$ cat src/hdl/fdcr_pkg.sv
// fdcr_pkg: shared types and constants of the floppy controller register front end
// holds transaction payload structs, operation codes, address map and status codes
// no dependencies
`default_nettype none

package fdcr_pkg;

   localparam int OP_W      = 4;
   localparam int ADDR_W    = 16;
   localparam int BYTE_W    = 8;
   localparam int NMI_W     = 2;
   localparam int DREQ_W    = 3;
   localparam int SEL_W     = 3;
   localparam int DIR_W     = 2;
   localparam int NIBBLE_W  = 4;

   // transaction operations
   localparam logic [OP_W-1:0] OP_BUS_WRITE  = 4'd0;
   localparam logic [OP_W-1:0] OP_BUS_READ   = 4'd1;
   localparam logic [OP_W-1:0] OP_DISC_BYTE  = 4'd2;
   localparam logic [OP_W-1:0] OP_COMPLETE   = 4'd3;
   localparam logic [OP_W-1:0] OP_NOT_FOUND  = 4'd4;
   localparam logic [OP_W-1:0] OP_DATA_CRC   = 4'd5;
   localparam logic [OP_W-1:0] OP_HEADER_CRC = 4'd6;
   localparam logic [OP_W-1:0] OP_PROTECT    = 4'd7;
   localparam logic [OP_W-1:0] OP_BYTE_REQ   = 4'd8;

   // bus address map, both variants
   localparam logic [ADDR_W-1:0] ADDR_CTRL_A  = 16'hFE80;
   localparam logic [ADDR_W-1:0] ADDR_CTRL_B  = 16'hFE24;
   localparam logic [ADDR_W-1:0] ADDR_CMD_A   = 16'hFE84;
   localparam logic [ADDR_W-1:0] ADDR_CMD_B   = 16'hFE28;
   localparam logic [ADDR_W-1:0] ADDR_TRK_A   = 16'hFE85;
   localparam logic [ADDR_W-1:0] ADDR_TRK_B   = 16'hFE29;
   localparam logic [ADDR_W-1:0] ADDR_SEC_A   = 16'hFE86;
   localparam logic [ADDR_W-1:0] ADDR_SEC_B   = 16'hFE2A;
   localparam logic [ADDR_W-1:0] ADDR_DATA_A  = 16'hFE87;
   localparam logic [ADDR_W-1:0] ADDR_DATA_B  = 16'hFE2B;

   // decoded register selects
   localparam logic [SEL_W-1:0] SEL_NONE   = 3'd0;
   localparam logic [SEL_W-1:0] SEL_CTRL_A = 3'd1;
   localparam logic [SEL_W-1:0] SEL_CTRL_B = 3'd2;
   localparam logic [SEL_W-1:0] SEL_CMD    = 3'd3;
   localparam logic [SEL_W-1:0] SEL_TRK    = 3'd4;
   localparam logic [SEL_W-1:0] SEL_SEC    = 3'd5;
   localparam logic [SEL_W-1:0] SEL_DATA   = 3'd6;

   // command high nibbles
   localparam logic [NIBBLE_W-1:0] CMD_RESTORE      = 4'h0;
   localparam logic [NIBBLE_W-1:0] CMD_SEEK         = 4'h1;
   localparam logic [NIBBLE_W-1:0] CMD_STEP         = 4'h2;
   localparam logic [NIBBLE_W-1:0] CMD_STEP_U       = 4'h3;
   localparam logic [NIBBLE_W-1:0] CMD_STEP_IN      = 4'h4;
   localparam logic [NIBBLE_W-1:0] CMD_STEP_IN_U    = 4'h5;
   localparam logic [NIBBLE_W-1:0] CMD_STEP_OUT     = 4'h6;
   localparam logic [NIBBLE_W-1:0] CMD_STEP_OUT_U   = 4'h7;
   localparam logic [NIBBLE_W-1:0] CMD_READ_SECTOR  = 4'h8;
   localparam logic [NIBBLE_W-1:0] CMD_WRITE_SECTOR = 4'hA;
   localparam logic [NIBBLE_W-1:0] CMD_READ_ADDR    = 4'hC;
   localparam logic [NIBBLE_W-1:0] CMD_FORCE_INT    = 4'hD;
   localparam logic [NIBBLE_W-1:0] CMD_WRITE_TRACK  = 4'hF;

   // disc request codes
   localparam logic [DREQ_W-1:0] DREQ_NONE        = 3'd0;
   localparam logic [DREQ_W-1:0] DREQ_SEEK        = 3'd1;
   localparam logic [DREQ_W-1:0] DREQ_READ_SECTOR = 3'd2;
   localparam logic [DREQ_W-1:0] DREQ_WRITE_SECTOR= 3'd3;
   localparam logic [DREQ_W-1:0] DREQ_READ_ADDR   = 3'd4;
   localparam logic [DREQ_W-1:0] DREQ_FORMAT      = 3'd5;

   // step direction codes
   localparam logic [DIR_W-1:0] DIR_NONE = 2'd0;
   localparam logic [DIR_W-1:0] DIR_IN   = 2'd1;
   localparam logic [DIR_W-1:0] DIR_OUT  = 2'd2;

   // status values and bits
   localparam logic [BYTE_W-1:0] STATUS_MOTOR     = 8'h80;
   localparam logic [BYTE_W-1:0] STATUS_TYPE1     = 8'h80 | 8'h21;
   localparam logic [BYTE_W-1:0] STATUS_XFER      = 8'h81;
   localparam logic [BYTE_W-1:0] STATUS_WRITE     = 8'h83;
   localparam logic [BYTE_W-1:0] STATUS_TRACK0    = 8'h04;
   localparam logic [BYTE_W-1:0] STATUS_DRQ       = 8'h02;
   localparam logic [BYTE_W-1:0] FAULT_NOT_FOUND  = 8'h90;
   localparam logic [BYTE_W-1:0] FAULT_DATA_CRC   = 8'h88;
   localparam logic [BYTE_W-1:0] FAULT_HEADER_CRC = 8'h98;
   localparam logic [BYTE_W-1:0] FAULT_PROTECT    = 8'hC0;
   localparam logic [BYTE_W-1:0] READ_UNMAPPED    = 8'hFE;
   localparam logic [BYTE_W-1:0] TRACK_MAX        = 8'hFF;

   // interrupt flag bits
   localparam logic [NMI_W-1:0] IRQ_CMD  = 2'b01;
   localparam logic [NMI_W-1:0] IRQ_DATA = 2'b10;

   typedef struct packed {
      logic [OP_W-1:0]   operation;
      logic [ADDR_W-1:0] address;
      logic [BYTE_W-1:0] write_data;
      logic              last_flag;
   } req_type;

   typedef struct packed {
      logic [BYTE_W-1:0] read_data;
      logic [NMI_W-1:0]  nmi_flags;
      logic [DREQ_W-1:0] disc_request;
      logic              request_drive;
      logic [BYTE_W-1:0] request_track;
      logic [BYTE_W-1:0] request_sector;
      logic              request_side;
      logic              request_density;
      logic              byte_present;
      logic              motor_on;
      logic              spindown_arm;
      logic              callback_timer_action;
   } rsp_type;

endpackage

`default_nettype wire

$ cat src/hdl/fdcr_if.sv
// fdcr_if: valid/ready channel interfaces for requests and responses
// depends on fdcr_pkg for field widths
`default_nettype none

interface fdcr_req_if;
   import fdcr_pkg::*;

   logic              valid;
   logic              ready;
   logic [OP_W-1:0]   operation;
   logic [ADDR_W-1:0] address;
   logic [BYTE_W-1:0] write_data;
   logic              last_flag;

   modport source (output valid, output operation, output address, output write_data,
                   output last_flag, input ready);
   modport sink (input valid, input operation, input address, input write_data,
                 input last_flag, output ready);
endinterface

interface fdcr_rsp_if;
   import fdcr_pkg::*;

   logic              valid;
   logic              ready;
   logic [BYTE_W-1:0] read_data;
   logic [NMI_W-1:0]  nmi_flags;
   logic [DREQ_W-1:0] disc_request;
   logic              request_drive;
   logic [BYTE_W-1:0] request_track;
   logic [BYTE_W-1:0] request_sector;
   logic              request_side;
   logic              request_density;
   logic              byte_present;
   logic              motor_on;
   logic              spindown_arm;
   logic              callback_timer_action;

   modport source (output valid, output read_data, output nmi_flags, output disc_request,
                   output request_drive, output request_track, output request_sector,
                   output request_side, output request_density, output byte_present,
                   output motor_on, output spindown_arm, output callback_timer_action,
                   input ready);
   modport sink (input valid, input read_data, input nmi_flags, input disc_request,
                 input request_drive, input request_track, input request_sector,
                 input request_side, input request_density, input byte_present,
                 input motor_on, input spindown_arm, input callback_timer_action,
                 output ready);
endinterface

`default_nettype wire

$ cat src/hdl/fdcr_addr_decode.sv
// fdcr_addr_decode: maps a bus address onto a register select, both address maps
// depends on fdcr_pkg
`default_nettype none

module fdcr_addr_decode (
   input  wire logic [fdcr_pkg::ADDR_W-1:0] address,
   output logic      [fdcr_pkg::SEL_W-1:0]  reg_sel
);
   import fdcr_pkg::*;

   always_comb begin
      case (address)
         ADDR_CTRL_A:              reg_sel = SEL_CTRL_A;
         ADDR_CTRL_B:              reg_sel = SEL_CTRL_B;
         ADDR_CMD_A,  ADDR_CMD_B:  reg_sel = SEL_CMD;
         ADDR_TRK_A,  ADDR_TRK_B:  reg_sel = SEL_TRK;
         ADDR_SEC_A,  ADDR_SEC_B:  reg_sel = SEL_SEC;
         ADDR_DATA_A, ADDR_DATA_B: reg_sel = SEL_DATA;
         default:                  reg_sel = SEL_NONE;
      endcase
   end

endmodule

`default_nettype wire

$ cat src/hdl/fdcr_engine.sv
// fdcr_engine: controller register file and the per-transaction update logic
// depends on fdcr_pkg; register select comes from fdcr_addr_decode
`default_nettype none

module fdcr_engine (
   input  wire logic                       clock,
   input  wire logic                       reset,
   input  wire logic                       fire,
   input  wire fdcr_pkg::req_type          item,
   input  wire logic [fdcr_pkg::SEL_W-1:0] reg_sel,
   output fdcr_pkg::rsp_type               result
);
   import fdcr_pkg::*;

   logic [BYTE_W-1:0] command_ff, command_in;
   logic [BYTE_W-1:0] track_ff,   track_in;
   logic [BYTE_W-1:0] sector_ff,  sector_in;
   logic [BYTE_W-1:0] data_ff,    data_in;
   logic [BYTE_W-1:0] status_ff,  status_in;
   logic [BYTE_W-1:0] head_ff,    head_in;
   logic [DIR_W-1:0]  dir_ff,     dir_in;
   logic              drive_ff,   drive_in;
   logic              side_ff,    side_in;
   logic              dens_ff,    dens_in;
   logic              bytew_ff,   bytew_in;
   logic [NMI_W-1:0]  irq_ff,     irq_in;
   logic              motor_ff,   motor_in;

   logic [BYTE_W-1:0]   at_zero;
   logic [BYTE_W-1:0]   head_up;
   logic [BYTE_W-1:0]   head_down;
   logic [BYTE_W-1:0]   head_step;
   logic [NIBBLE_W-1:0] wr_cmd;
   logic [NIBBLE_W-1:0] cur_cmd;
   logic [BYTE_W-1:0]   rd;
   logic                present;
   logic [DREQ_W-1:0]   o_req;
   logic [BYTE_W-1:0]   o_trk;
   logic [BYTE_W-1:0]   o_sec;
   logic                o_side;
   logic                o_dens;
   logic                o_arm;
   logic                o_cancel;

   // track zero is sampled before any step of the same command
   assign at_zero   = (head_ff == '0) ? STATUS_TRACK0 : '0;
   assign head_up   = (head_ff != TRACK_MAX) ? head_ff + 8'd1 : head_ff;
   assign head_down = (head_ff != '0) ? head_ff - 8'd1 : head_ff;
   assign wr_cmd    = item.write_data[7:4];
   assign cur_cmd   = command_ff[7:4];

   always_comb begin
      case (dir_ff)
         DIR_IN:  head_step = head_up;
         DIR_OUT: head_step = head_down;
         default: head_step = head_ff;
      endcase
   end

   always_comb begin
      command_in = command_ff;
      track_in   = track_ff;
      sector_in  = sector_ff;
      data_in    = data_ff;
      status_in  = status_ff;
      head_in    = head_ff;
      dir_in     = dir_ff;
      drive_in   = drive_ff;
      side_in    = side_ff;
      dens_in    = dens_ff;
      bytew_in   = bytew_ff;
      irq_in     = irq_ff;
      motor_in   = motor_ff;
      rd         = '0;
      present    = 1'b0;
      o_req      = DREQ_NONE;
      o_trk      = '0;
      o_sec      = '0;
      o_side     = 1'b0;
      o_dens     = 1'b0;
      o_arm      = 1'b0;
      o_cancel   = 1'b0;

      case (item.operation)
         OP_BUS_WRITE: begin
            case (reg_sel)
               SEL_CTRL_A: begin
                  drive_in = item.write_data[1];
                  side_in  = item.write_data[2];
                  dens_in  = ~item.write_data[3];
               end
               SEL_CTRL_B: begin
                  drive_in = item.write_data[1];
                  side_in  = item.write_data[4];
                  dens_in  = ~item.write_data[5];
               end
               SEL_CMD: begin
                  // busy rejects everything except force interrupt
                  if (!(status_ff[0] && wr_cmd != CMD_FORCE_INT)) begin
                     command_in = item.write_data;
                     motor_in   = 1'b1;
                     case (wr_cmd) inside
                        CMD_RESTORE: begin
                           status_in = STATUS_TYPE1 | at_zero;
                           o_req     = DREQ_SEEK;
                           o_trk     = '0;
                        end
                        CMD_SEEK: begin
                           status_in = STATUS_TYPE1 | at_zero;
                           o_req     = DREQ_SEEK;
                           o_trk     = data_ff;
                        end
                        CMD_STEP, CMD_STEP_U: begin
                           status_in = STATUS_TYPE1 | at_zero;
                           head_in   = head_step;
                           o_req     = DREQ_SEEK;
                           o_trk     = head_step;
                        end
                        CMD_STEP_IN, CMD_STEP_IN_U: begin
                           status_in = STATUS_TYPE1 | at_zero;
                           head_in   = head_up;
                           dir_in    = DIR_IN;
                           o_req     = DREQ_SEEK;
                           o_trk     = head_up;
                        end
                        CMD_STEP_OUT, CMD_STEP_OUT_U: begin
                           status_in = STATUS_TYPE1 | at_zero;
                           head_in   = head_down;
                           dir_in    = DIR_OUT;
                           o_req     = DREQ_SEEK;
                           o_trk     = head_down;
                        end
                        CMD_READ_SECTOR: begin
                           status_in = STATUS_XFER;
                           o_req     = DREQ_READ_SECTOR;
                           o_trk     = track_ff;
                           o_sec     = sector_ff;
                           o_side    = side_ff;
                           o_dens    = dens_ff;
                        end
                        CMD_WRITE_SECTOR: begin
                           status_in = STATUS_WRITE;
                           irq_in    = irq_ff | IRQ_DATA;
                           o_req     = DREQ_WRITE_SECTOR;
                           o_trk     = track_ff;
                           o_sec     = sector_ff;
                           o_side    = side_ff;
                           o_dens    = dens_ff;
                        end
                        CMD_READ_ADDR: begin
                           status_in = STATUS_XFER;
                           o_req     = DREQ_READ_ADDR;
                           o_trk     = track_ff;
                           o_side    = side_ff;
                           o_dens    = dens_ff;
                        end
                        CMD_FORCE_INT: begin
                           // motor stop clears the motor bit again
                           o_cancel  = 1'b1;
                           status_in = at_zero;
                           irq_in    = item.write_data[3] ? IRQ_CMD : '0;
                           motor_in  = 1'b0;
                        end
                        CMD_WRITE_TRACK: begin
                           status_in = STATUS_XFER;
                           o_req     = DREQ_FORMAT;
                           o_trk     = track_ff;
                           o_side    = side_ff;
                           o_dens    = dens_ff;
                        end
                        default: begin
                           // undefined commands behave as record not found
                           o_cancel  = 1'b1;
                           irq_in    = IRQ_CMD;
                           status_in = FAULT_NOT_FOUND & ~STATUS_MOTOR;
                           motor_in  = 1'b0;
                        end
                     endcase
                  end
               end
               SEL_TRK: track_in  = item.write_data;
               SEL_SEC: sector_in = item.write_data;
               SEL_DATA: begin
                  irq_in    = irq_ff & IRQ_CMD;
                  status_in = status_ff & ~STATUS_DRQ;
                  data_in   = item.write_data;
                  bytew_in  = 1'b1;
               end
               default: ;
            endcase
         end
         OP_BUS_READ: begin
            case (reg_sel)
               SEL_CMD: begin
                  irq_in = irq_ff & IRQ_DATA;
                  rd     = status_ff;
               end
               SEL_TRK: rd = track_ff;
               SEL_SEC: rd = sector_ff;
               SEL_DATA: begin
                  irq_in    = irq_ff & IRQ_CMD;
                  status_in = status_ff & ~STATUS_DRQ;
                  rd        = data_ff;
               end
               default: rd = READ_UNMAPPED;
            endcase
         end
         OP_DISC_BYTE: begin
            data_in   = item.write_data;
            status_in = status_ff | STATUS_DRQ;
            irq_in    = irq_ff | IRQ_DATA;
         end
         OP_COMPLETE: begin
            case (cur_cmd) inside
               CMD_RESTORE: begin
                  head_in   = '0;
                  track_in  = '0;
                  status_in = STATUS_MOTOR;
                  o_arm     = 1'b1;
                  irq_in    = irq_ff | IRQ_CMD;
               end
               CMD_SEEK: begin
                  // track zero here follows the new head position
                  head_in   = data_ff;
                  track_in  = data_ff;
                  status_in = STATUS_MOTOR | ((data_ff == '0) ? STATUS_TRACK0 : '0);
                  o_arm     = 1'b1;
                  irq_in    = irq_ff | IRQ_CMD;
               end
               [CMD_STEP:CMD_STEP_OUT_U]: begin
                  if (cur_cmd[0]) begin
                     track_in = head_ff;
                  end
                  status_in = STATUS_MOTOR | at_zero;
                  o_arm     = 1'b1;
                  irq_in    = irq_ff | IRQ_CMD;
               end
               CMD_READ_SECTOR, CMD_WRITE_SECTOR, CMD_WRITE_TRACK: begin
                  status_in = STATUS_MOTOR;
                  o_arm     = 1'b1;
                  irq_in    = irq_ff | IRQ_CMD;
               end
               CMD_READ_ADDR: begin
                  status_in = STATUS_MOTOR;
                  sector_in = track_ff;
                  o_arm     = 1'b1;
                  irq_in    = irq_ff | IRQ_CMD;
               end
               default: ;
            endcase
         end
         OP_NOT_FOUND, OP_DATA_CRC, OP_HEADER_CRC, OP_PROTECT: begin
            o_cancel = 1'b1;
            irq_in   = IRQ_CMD;
            motor_in = 1'b0;
            case (item.operation)
               OP_NOT_FOUND:  status_in = FAULT_NOT_FOUND & ~STATUS_MOTOR;
               OP_DATA_CRC:   status_in = FAULT_DATA_CRC & ~STATUS_MOTOR;
               OP_HEADER_CRC: status_in = FAULT_HEADER_CRC & ~STATUS_MOTOR;
               default:       status_in = FAULT_PROTECT & ~STATUS_MOTOR;
            endcase
         end
         OP_BYTE_REQ: begin
            if (bytew_ff) begin
               if (!item.last_flag) begin
                  irq_in    = irq_ff | IRQ_DATA;
                  status_in = status_ff | STATUS_DRQ;
               end
               bytew_in = 1'b0;
               rd       = data_ff;
               present  = 1'b1;
            end
         end
         default: ;
      endcase
   end

   always_comb begin
      result.read_data             = rd;
      result.nmi_flags             = irq_in;
      result.disc_request          = o_req;
      result.request_drive         = (o_req != DREQ_NONE) ? drive_ff : 1'b0;
      result.request_track         = o_trk;
      result.request_sector        = o_sec;
      result.request_side          = o_side;
      result.request_density       = o_dens;
      result.byte_present          = present;
      result.motor_on              = motor_in;
      result.spindown_arm          = o_arm;
      result.callback_timer_action = o_cancel;
   end

   always_ff @(posedge clock) begin
      if (reset) begin
         command_ff <= '0;
         track_ff   <= '0;
         sector_ff  <= '0;
         data_ff    <= '0;
         status_ff  <= '0;
         head_ff    <= '0;
         dir_ff     <= DIR_NONE;
         drive_ff   <= 1'b0;
         side_ff    <= 1'b0;
         dens_ff    <= 1'b0;
         bytew_ff   <= 1'b0;
         irq_ff     <= '0;
         motor_ff   <= 1'b0;
      end else if (fire) begin
         command_ff <= command_in;
         track_ff   <= track_in;
         sector_ff  <= sector_in;
         data_ff    <= data_in;
         status_ff  <= status_in;
         head_ff    <= head_in;
         dir_ff     <= dir_in;
         drive_ff   <= drive_in;
         side_ff    <= side_in;
         dens_ff    <= dens_in;
         bytew_ff   <= bytew_in;
         irq_ff     <= irq_in;
         motor_ff   <= motor_in;
      end
   end

endmodule

`default_nettype wire

$ cat src/hdl/floppy_controller_registers_top.sv
// Floppy controller register front end. Each request transaction is a bus write or read,
// a disc event or a byte request; each yields exactly one response transaction. A request
// is held in an input register, processed against the register file, and its response lands
// in an output register: one transaction per cycle sustained while responses are taken,
// with a request passing the input and then the output register. The rate is set by the
// register file update loop. A waiting response stalls processing; one further request
// can still be taken into the input register, after which the request side stalls.
// depends on fdcr_pkg, fdcr_if, fdcr_addr_decode and fdcr_engine
`default_nettype none

module floppy_controller_registers_top (
   input wire logic clock,
   input wire logic reset,
   fdcr_req_if.sink   req_ch,
   fdcr_rsp_if.source rsp_ch
);
   import fdcr_pkg::*;

   logic              req_valid_ff, req_valid_in;
   req_type           req_data_ff;
   logic              rsp_valid_ff, rsp_valid_in;
   rsp_type           rsp_data_ff;
   rsp_type           result;
   logic [SEL_W-1:0]  reg_sel;
   logic              fire;
   logic              req_take;

   // the held request is processed when the output register is free or draining
   assign fire     = req_valid_ff && (!rsp_valid_ff || rsp_ch.ready);
   assign req_take = req_ch.valid && req_ch.ready;

   assign req_ch.ready = !req_valid_ff || fire;
   assign req_valid_in = req_take || (req_valid_ff && !fire);
   assign rsp_valid_in = fire || (rsp_valid_ff && !rsp_ch.ready);

   fdcr_addr_decode u_decode (
      .address (req_data_ff.address),
      .reg_sel (reg_sel)
   );

   fdcr_engine u_engine (
      .clock   (clock),
      .reset   (reset),
      .fire    (fire),
      .item    (req_data_ff),
      .reg_sel (reg_sel),
      .result  (result)
   );

   always_ff @(posedge clock) begin
      if (reset) begin
         req_valid_ff <= 1'b0;
         rsp_valid_ff <= 1'b0;
      end else begin
         req_valid_ff <= req_valid_in;
         rsp_valid_ff <= rsp_valid_in;
      end
   end

   always_ff @(posedge clock) begin
      if (req_take) begin
         req_data_ff.operation  <= req_ch.operation;
         req_data_ff.address    <= req_ch.address;
         req_data_ff.write_data <= req_ch.write_data;
         req_data_ff.last_flag  <= req_ch.last_flag;
      end
      if (fire) begin
         rsp_data_ff <= result;
      end
   end

   assign rsp_ch.valid                 = rsp_valid_ff;
   assign rsp_ch.read_data             = rsp_data_ff.read_data;
   assign rsp_ch.nmi_flags             = rsp_data_ff.nmi_flags;
   assign rsp_ch.disc_request          = rsp_data_ff.disc_request;
   assign rsp_ch.request_drive         = rsp_data_ff.request_drive;
   assign rsp_ch.request_track         = rsp_data_ff.request_track;
   assign rsp_ch.request_sector        = rsp_data_ff.request_sector;
   assign rsp_ch.request_side          = rsp_data_ff.request_side;
   assign rsp_ch.request_density       = rsp_data_ff.request_density;
   assign rsp_ch.byte_present          = rsp_data_ff.byte_present;
   assign rsp_ch.motor_on              = rsp_data_ff.motor_on;
   assign rsp_ch.spindown_arm          = rsp_data_ff.spindown_arm;
   assign rsp_ch.callback_timer_action = rsp_data_ff.callback_timer_action;

endmodule

`default_nettype wire

$ cat src/flat_wrapper.sv
// flat-port wrapper written by rule: the top's interface ports become plain ports
module floppy_controller_registers_top_flat import fdcr_pkg::*;
  (clock, reset, req_ch_valid, req_ch_operation, req_ch_address, req_ch_write_data, req_ch_last_flag, req_ch_ready, rsp_ch_valid, rsp_ch_read_data, rsp_ch_nmi_flags, rsp_ch_disc_request, rsp_ch_request_drive, rsp_ch_request_track, rsp_ch_request_sector, rsp_ch_request_side, rsp_ch_request_density, rsp_ch_byte_present, rsp_ch_motor_on, rsp_ch_spindown_arm, rsp_ch_callback_timer_action, rsp_ch_ready);
  fdcr_req_if req_ch_i ();
  fdcr_rsp_if rsp_ch_i ();
  input wire logic clock;
  input wire logic reset;
  input wire logic [$bits(req_ch_i.valid)-1:0] req_ch_valid;
  input wire logic [$bits(req_ch_i.operation)-1:0] req_ch_operation;
  input wire logic [$bits(req_ch_i.address)-1:0] req_ch_address;
  input wire logic [$bits(req_ch_i.write_data)-1:0] req_ch_write_data;
  input wire logic [$bits(req_ch_i.last_flag)-1:0] req_ch_last_flag;
  output wire logic [$bits(req_ch_i.ready)-1:0] req_ch_ready;
  output wire logic [$bits(rsp_ch_i.valid)-1:0] rsp_ch_valid;
  output wire logic [$bits(rsp_ch_i.read_data)-1:0] rsp_ch_read_data;
  output wire logic [$bits(rsp_ch_i.nmi_flags)-1:0] rsp_ch_nmi_flags;
  output wire logic [$bits(rsp_ch_i.disc_request)-1:0] rsp_ch_disc_request;
  output wire logic [$bits(rsp_ch_i.request_drive)-1:0] rsp_ch_request_drive;
  output wire logic [$bits(rsp_ch_i.request_track)-1:0] rsp_ch_request_track;
  output wire logic [$bits(rsp_ch_i.request_sector)-1:0] rsp_ch_request_sector;
  output wire logic [$bits(rsp_ch_i.request_side)-1:0] rsp_ch_request_side;
  output wire logic [$bits(rsp_ch_i.request_density)-1:0] rsp_ch_request_density;
  output wire logic [$bits(rsp_ch_i.byte_present)-1:0] rsp_ch_byte_present;
  output wire logic [$bits(rsp_ch_i.motor_on)-1:0] rsp_ch_motor_on;
  output wire logic [$bits(rsp_ch_i.spindown_arm)-1:0] rsp_ch_spindown_arm;
  output wire logic [$bits(rsp_ch_i.callback_timer_action)-1:0] rsp_ch_callback_timer_action;
  input wire logic [$bits(rsp_ch_i.ready)-1:0] rsp_ch_ready;
  assign req_ch_i.valid = req_ch_valid;
  assign req_ch_i.operation = req_ch_operation;
  assign req_ch_i.address = req_ch_address;
  assign req_ch_i.write_data = req_ch_write_data;
  assign req_ch_i.last_flag = req_ch_last_flag;
  assign req_ch_ready = req_ch_i.ready;
  assign rsp_ch_valid = rsp_ch_i.valid;
  assign rsp_ch_read_data = rsp_ch_i.read_data;
  assign rsp_ch_nmi_flags = rsp_ch_i.nmi_flags;
  assign rsp_ch_disc_request = rsp_ch_i.disc_request;
  assign rsp_ch_request_drive = rsp_ch_i.request_drive;
  assign rsp_ch_request_track = rsp_ch_i.request_track;
  assign rsp_ch_request_sector = rsp_ch_i.request_sector;
  assign rsp_ch_request_side = rsp_ch_i.request_side;
  assign rsp_ch_request_density = rsp_ch_i.request_density;
  assign rsp_ch_byte_present = rsp_ch_i.byte_present;
  assign rsp_ch_motor_on = rsp_ch_i.motor_on;
  assign rsp_ch_spindown_arm = rsp_ch_i.spindown_arm;
  assign rsp_ch_callback_timer_action = rsp_ch_i.callback_timer_action;
  assign rsp_ch_i.ready = rsp_ch_ready;
  floppy_controller_registers_top u_core (.clock(clock), .reset(reset), .req_ch(req_ch_i), .rsp_ch(rsp_ch_i));
endmodule
$ cat config.mk
export PLATFORM = sky130hd
export DESIGN_NAME = floppy_controller_registers_top_flat
export DESIGN_NICKNAME = d
export VERILOG_FILES = /design/src/hdl/fdcr_pkg.sv /design/src/hdl/fdcr_if.sv /design/src/hdl/fdcr_addr_decode.sv /design/src/hdl/fdcr_engine.sv /design/src/hdl/floppy_controller_registers_top.sv /design/src/flat_wrapper.sv
export SDC_FILE = /design/constraint.sdc
export NUM_CORES = 1
export LEC_CHECK = 0
export BUFFER_PORTS_ARGS = -buffer_cell sky130_fd_sc_hd__buf_2
export CELL_PAD_IN_SITES_DETAIL_PLACEMENT = 0
export CELL_PAD_IN_SITES_GLOBAL_PLACEMENT = 1
export CORE_MARGIN = 2
export CORE_UTILIZATION = 41
export DETAILED_ROUTE_END_ITERATION = 16
export PLACE_DENSITY_LB_ADDON = 0.25
export SETUP_SLACK_MARGIN = 0.3
export SYNTH_ARGS = -nofsm -noshare
export SYNTH_HDL_FRONTEND = slang
export SYNTH_SLANG_ARGS = --single-unit
$ cat constraint.sdc
create_clock -name clock -period 2.75 [get_ports clock]
set_clock_uncertainty 0.15 [all_clocks]
set_input_delay 0.4125 -clock clock [delete_from_list [all_inputs] [get_ports clock]]
set_output_delay 0.4125 -clock clock [all_outputs]
set_load 0.02 [all_outputs]
==> summary.md <==
| Metric | Value |
|---|---|
| Outcome | `finished clean` |
| Count of endpoints failing setup in the final report | `0` |
| Switching power share of the total | `0.234` |
| Reg-to-reg startpoint | `u_core.req_data_ff[15]` |
| Post-synthesis cell type count | `75` |
| Mapped Avg Cell Area | `9.06 sq um` |
| Worst setup path category | `flop to flop` |
| Count of synthesis-stage warnings from yosys | `0` |
| Power density cells | `569 nW/um^2` |
| Unrepaired setup endpoints after global routing | `true` |
| Count of H-tree levels built during CTS | `4` |
| Most common library cell in the layout ignoring fill and taps | `sky130_fd_sc_hd__nand2_1` |
| End of the worst register-to-register path | `u_core.u_engine.status_ff[3]` |
| Number of cells on the worst reg-to-reg path | `7` |
| Maximum number of pins on one net before global-route repair | `36` |
| Vias/cell | `5.91` |
| CP Max Fanout | `6` |
| Worst rel slew slack | `0.176` |
| Slew at the pin closest to its max-slew limit | `1240 ps` |
| Global-route wire length before repair | `34,600 um` |
| Drt total wl | `21,900 um` |
| EDFF count, synth | `65` |
| Most used cells in the layout excluding fill and tap cells | `sky130_fd_sc_hd__nand2_1 (77), sky130_fd_sc_hd__buf_2 (70), sky130_fd_sc_hd__nor2_1 (67)` |
| Hold Crit Endpoint | `u_core.req_data_ff[5]` |
| Post-CTS clock slew at the launch and capture registers of the worst setup and hold paths | `60 ps` |
| Total I/O pin count | `71` |
| FFs w/ async S/R, synth | `0` |
| Post-route setup TNS | `0 ps` |
| Max Root-Sink Buffers | `2` |
| Total nets after synthesis | `796` |
| Cell area after technology mapping | `6870 sq um` |
| Sequential-to-total area share from yosys stat | `0.444` |
| Die outline area | `17,800 sq um` |
| Number of violations reported at the end of detailed-routing iteration 0 | `556` |
| Buffers added on ports | `70` |
| Die outline width | `133 um` |
| Detail Placement HPWL | `15,600 um` |
| Most used DFF post-synth | `sky130_fd_sc_hd__edfxtp_1` |
| Worst Setup SP | `u_core.req_data_ff[15]` |
| Number of cells on the worst hold path | `1` |
| Maximum resistive drop on vdd | `470 uV` |
| Root buf cell | `sky130_fd_sc_hd__clkbuf_16` |
| Final hold violation count | `0` |
| Static Leakage | `3.41 nW` |
| Highest clock frequency the design can meet | `411 MHz` |
| Routed via count | `6,552` |
| Number of buffers inserted during clock tree synthesis | `17` |
| Source-to-sink clock delay at the later pin of the worst-skew pair | `430 ps` |
| Worst Setup Start Kind | `flop` |
| Total Power Consumption | `5.04 mW` |
| Total inserted antenna cells | `0` |
| Signed area change from the synthesized netlist to the final layout | `28.9%` |
| Register-to-register setup slack | `310 ps` |
| Total Routing Usage GR | `0.250` |
| Fraction of power consumed by combinational cells | `0.098` |
| Cell area reported after detailed placement | `7730 sq um` |
| Clock sink count | `120` |
| Post-layout instance area | `8850 sq um` |
| Switching power of the nets | `1.18 mW` |
| Number of antenna violations at the first check in global routing | `0` |
| Remaining routing DRC violations | `0` |
| Hold wc startpoint | `req_ch_write_data[4]` |
| Total overflow reported by the global router | `0` |
| Required time of the critical path | `2960 ps` |
| Synthesized netlist cell count | `758` |
| Clock power frac | `0.507` |
| Reported max-cap violation count | `0` |
| DRT Pass-1 Iters | `5` |
| Total number of nets in the final design | `914` |
| Time the final worst path needs with I/O delays and setup | `2440 ps` |
| Layout cells sized above 1 | `0.242` |
| Effective utilization at floorplan | `0.417` |
| Final weighted congestion in routability-driven placement | `0.876` |
| Internal Pwr Total | `3.86 mW` |
| Std-Cell Core Area | `16,500 sq um` |
| Standard-cell rows | `47` |
| Routed len/inst | `19.7 um` |
| Classification of the worst-slack hold path | `input port to flop` |
| Synthesized flop and latch total | `120` |
| Tcrit/Tclk final | `0.886` |
| Antenna-violating nets left | `0` |
| Capturing element type of the critical path | `flop` |
| Die boundary height | `133 um` |
| Number of global-route vias before repair | `6,249` |
| CTS tree | `yes` |
| Part of the power in registers | `0.395` |
| Max-slew violation count | `0` |
| Crit path DAT | `2640 ps` |
[critical path, stage by stage (launching register included)]
cell	delay, ps
sky130_fd_sc_hd__edfxtp_1	400
sky130_fd_sc_hd__nor4b_4	270
sky130_fd_sc_hd__buf_4	180
sky130_fd_sc_hd__nand4_4	80
sky130_fd_sc_hd__o31a_1	300
sky130_fd_sc_hd__or4_4	480
sky130_fd_sc_hd__or3_1	370
sky130_fd_sc_hd__a21oi_1	140
[synth_stat cells, types with 4 or more instances]
cell type | n | share of area
sky130_fd_sc_hd__nor4_1 | 8 | 0.0073
sky130_fd_sc_hd__o21a_1 | 4 | 0.0044
sky130_fd_sc_hd__a21boi_0 | 5 | 0.0055
sky130_fd_sc_hd__a211oi_1 | 8 | 0.0087
sky130_fd_sc_hd__and3_1 | 15 | 0.014
sky130_fd_sc_hd__nor3_1 | 28 | 0.020
sky130_fd_sc_hd__ha_1 | 5 | 0.0091
sky130_fd_sc_hd__dfxtp_1 | 55 | 0.16
sky130_fd_sc_hd__and2_1 | 7 | 0.0064
sky130_fd_sc_hd__a21oi_1 | 60 | 0.044
sky130_fd_sc_hd__edfxtp_1 | 65 | 0.28
sky130_fd_sc_hd__nor2_1 | 70 | 0.038
sky130_fd_sc_hd__a31oi_1 | 15 | 0.014
sky130_fd_sc_hd__buf_1 | 6 | 0.0033
sky130_fd_sc_hd__xnor2_1 | 5 | 0.0064
sky130_fd_sc_hd__o211ai_1 | 9 | 0.0098
sky130_fd_sc_hd__nor3b_1 | 4 | 0.0044
sky130_fd_sc_hd__nand4b_1 | 4 | 0.0051
sky130_fd_sc_hd__o21ai_0 | 47 | 0.034
sky130_fd_sc_hd__clkbuf_1 | 50 | 0.027
sky130_fd_sc_hd__a22o_1 | 13 | 0.017
sky130_fd_sc_hd__mux2i_1 | 39 | 0.057
sky130_fd_sc_hd__a21o_1 | 14 | 0.015
sky130_fd_sc_hd__or3_1 | 5 | 0.0046
sky130_fd_sc_hd__nand3_1 | 14 | 0.010
sky130_fd_sc_hd__nand2b_1 | 10 | 0.0091
sky130_fd_sc_hd__o32ai_1 | 4 | 0.0051
sky130_fd_sc_hd__and4_1 | 4 | 0.0051
sky130_fd_sc_hd__nor2b_1 | 9 | 0.0082
sky130_fd_sc_hd__a22oi_1 | 7 | 0.0077
sky130_fd_sc_hd__nand2_1 | 78 | 0.043
sky130_fd_sc_hd__nand4_1 | 6 | 0.0055
sky130_fd_sc_hd__inv_1 | 15 | 0.0082
sky130_fd_sc_hd__o31ai_1 | 4 | 0.0044
[power by group through the flow]
| stage | combinational (mW) | clock [mW] | sequential [mW] |
|---|---|---|---|
| 2_1_floorplan | 0.250 | 0 | 2.04 |
| 5_1_grt | 0.534 | 2.67 | 1.99 |
| 6_report | 0.494 | 2.56 | 1.99 |
| 3_5_place_dp | 0.441 | 0 | 2.02 |
| 4_1_cts | 0.467 | 2.59 | 1.99 |
| 3_3_place_gp | 0.437 | 0 | 2.02 |
[kinds of logic after synthesis]
group,share of synthesized area
buffers and inverters,0.0412
flip-flops,0.444
adder cells (fa/ha/maj),0.00911
AO/OA/AOI/OAI,0.211
AND/OR/NAND/NOR,0.224
XOR/XNOR,0.00893
multiplexers,0.0617
[cell type report]
type	instances	area [sq um]
Fill cell	1562	7610
Multi-Input combinational cell	565	3710
Sequential cell	120	3060
Timing Repair Buffer	157	1070
Clock buffer	19	443
Tap cell	220	275
Clock inverter	13	226
Inverter	15	63.8
[flip-flops by register name (all words and copies together) (netlist names), 3 cells and up]
register,cells
u_core.req_data_ff,29
u_core.rsp_ch.disc_request,3
u_core.rsp_ch.read_data,8
u_core.rsp_ch.request_sector,8
u_core.rsp_ch.request_track,8
u_core.u_engine.command_ff,4
u_core.u_engine.data_ff,8
u_core.u_engine.head_ff,8
u_core.u_engine.sector_ff,8
u_core.u_engine.status_ff,8
u_core.u_engine.track_ff,8
[layer usage]
layer / vias up / GRT usage / wire, um
met5: - / 0 / 0
met1: 3217 / 0.333 / 9790
met4: 0 / 0.0751 / 417
met3: 37 / 0.0479 / 1070
met2: 217 / 0.413 / 10600
li1: 3081 / - / -
[metrics by stage]
step           std cells  setup slack [ps]  utilization  hold slack [ps]
3_3_place_gp        1046               206        0.469              299
2_1_floorplan        758               301            -              281
3_5_place_dp        1046              69.4        0.469              306
5_1_grt             1109               233        0.538             4.79
4_1_cts             1098               298        0.523            0.209
6_report            1109               314        0.538             12.4
[worst max-delay path by stage]
stage,endpoint,slack [ps],cells after the start
finish,u_core.u_engine.status_ff[3],310,7
global route,u_core.u_engine.status_ff[3],230,7
CTS,u_core.rsp_ch.nmi_flags[1],300,7
detailed placement,u_core.u_engine.head_ff[6],70,8
global placement,u_core.u_engine.head_ff[6],210,8
floorplan,u_core.rsp_ch.request_track[4],300,9
[timing repair]
item                                    in CTS  in global routing
endpoints found under the hold margin       18                  1
gates resized for setup                      8                 40
hold buffers                                18                  1
buffers inserted                             2                 10
pin swaps                                    3                  7
endpoints found under the setup margin      13                 56
No activity file was read; power rests on OpenSTA's default activity.
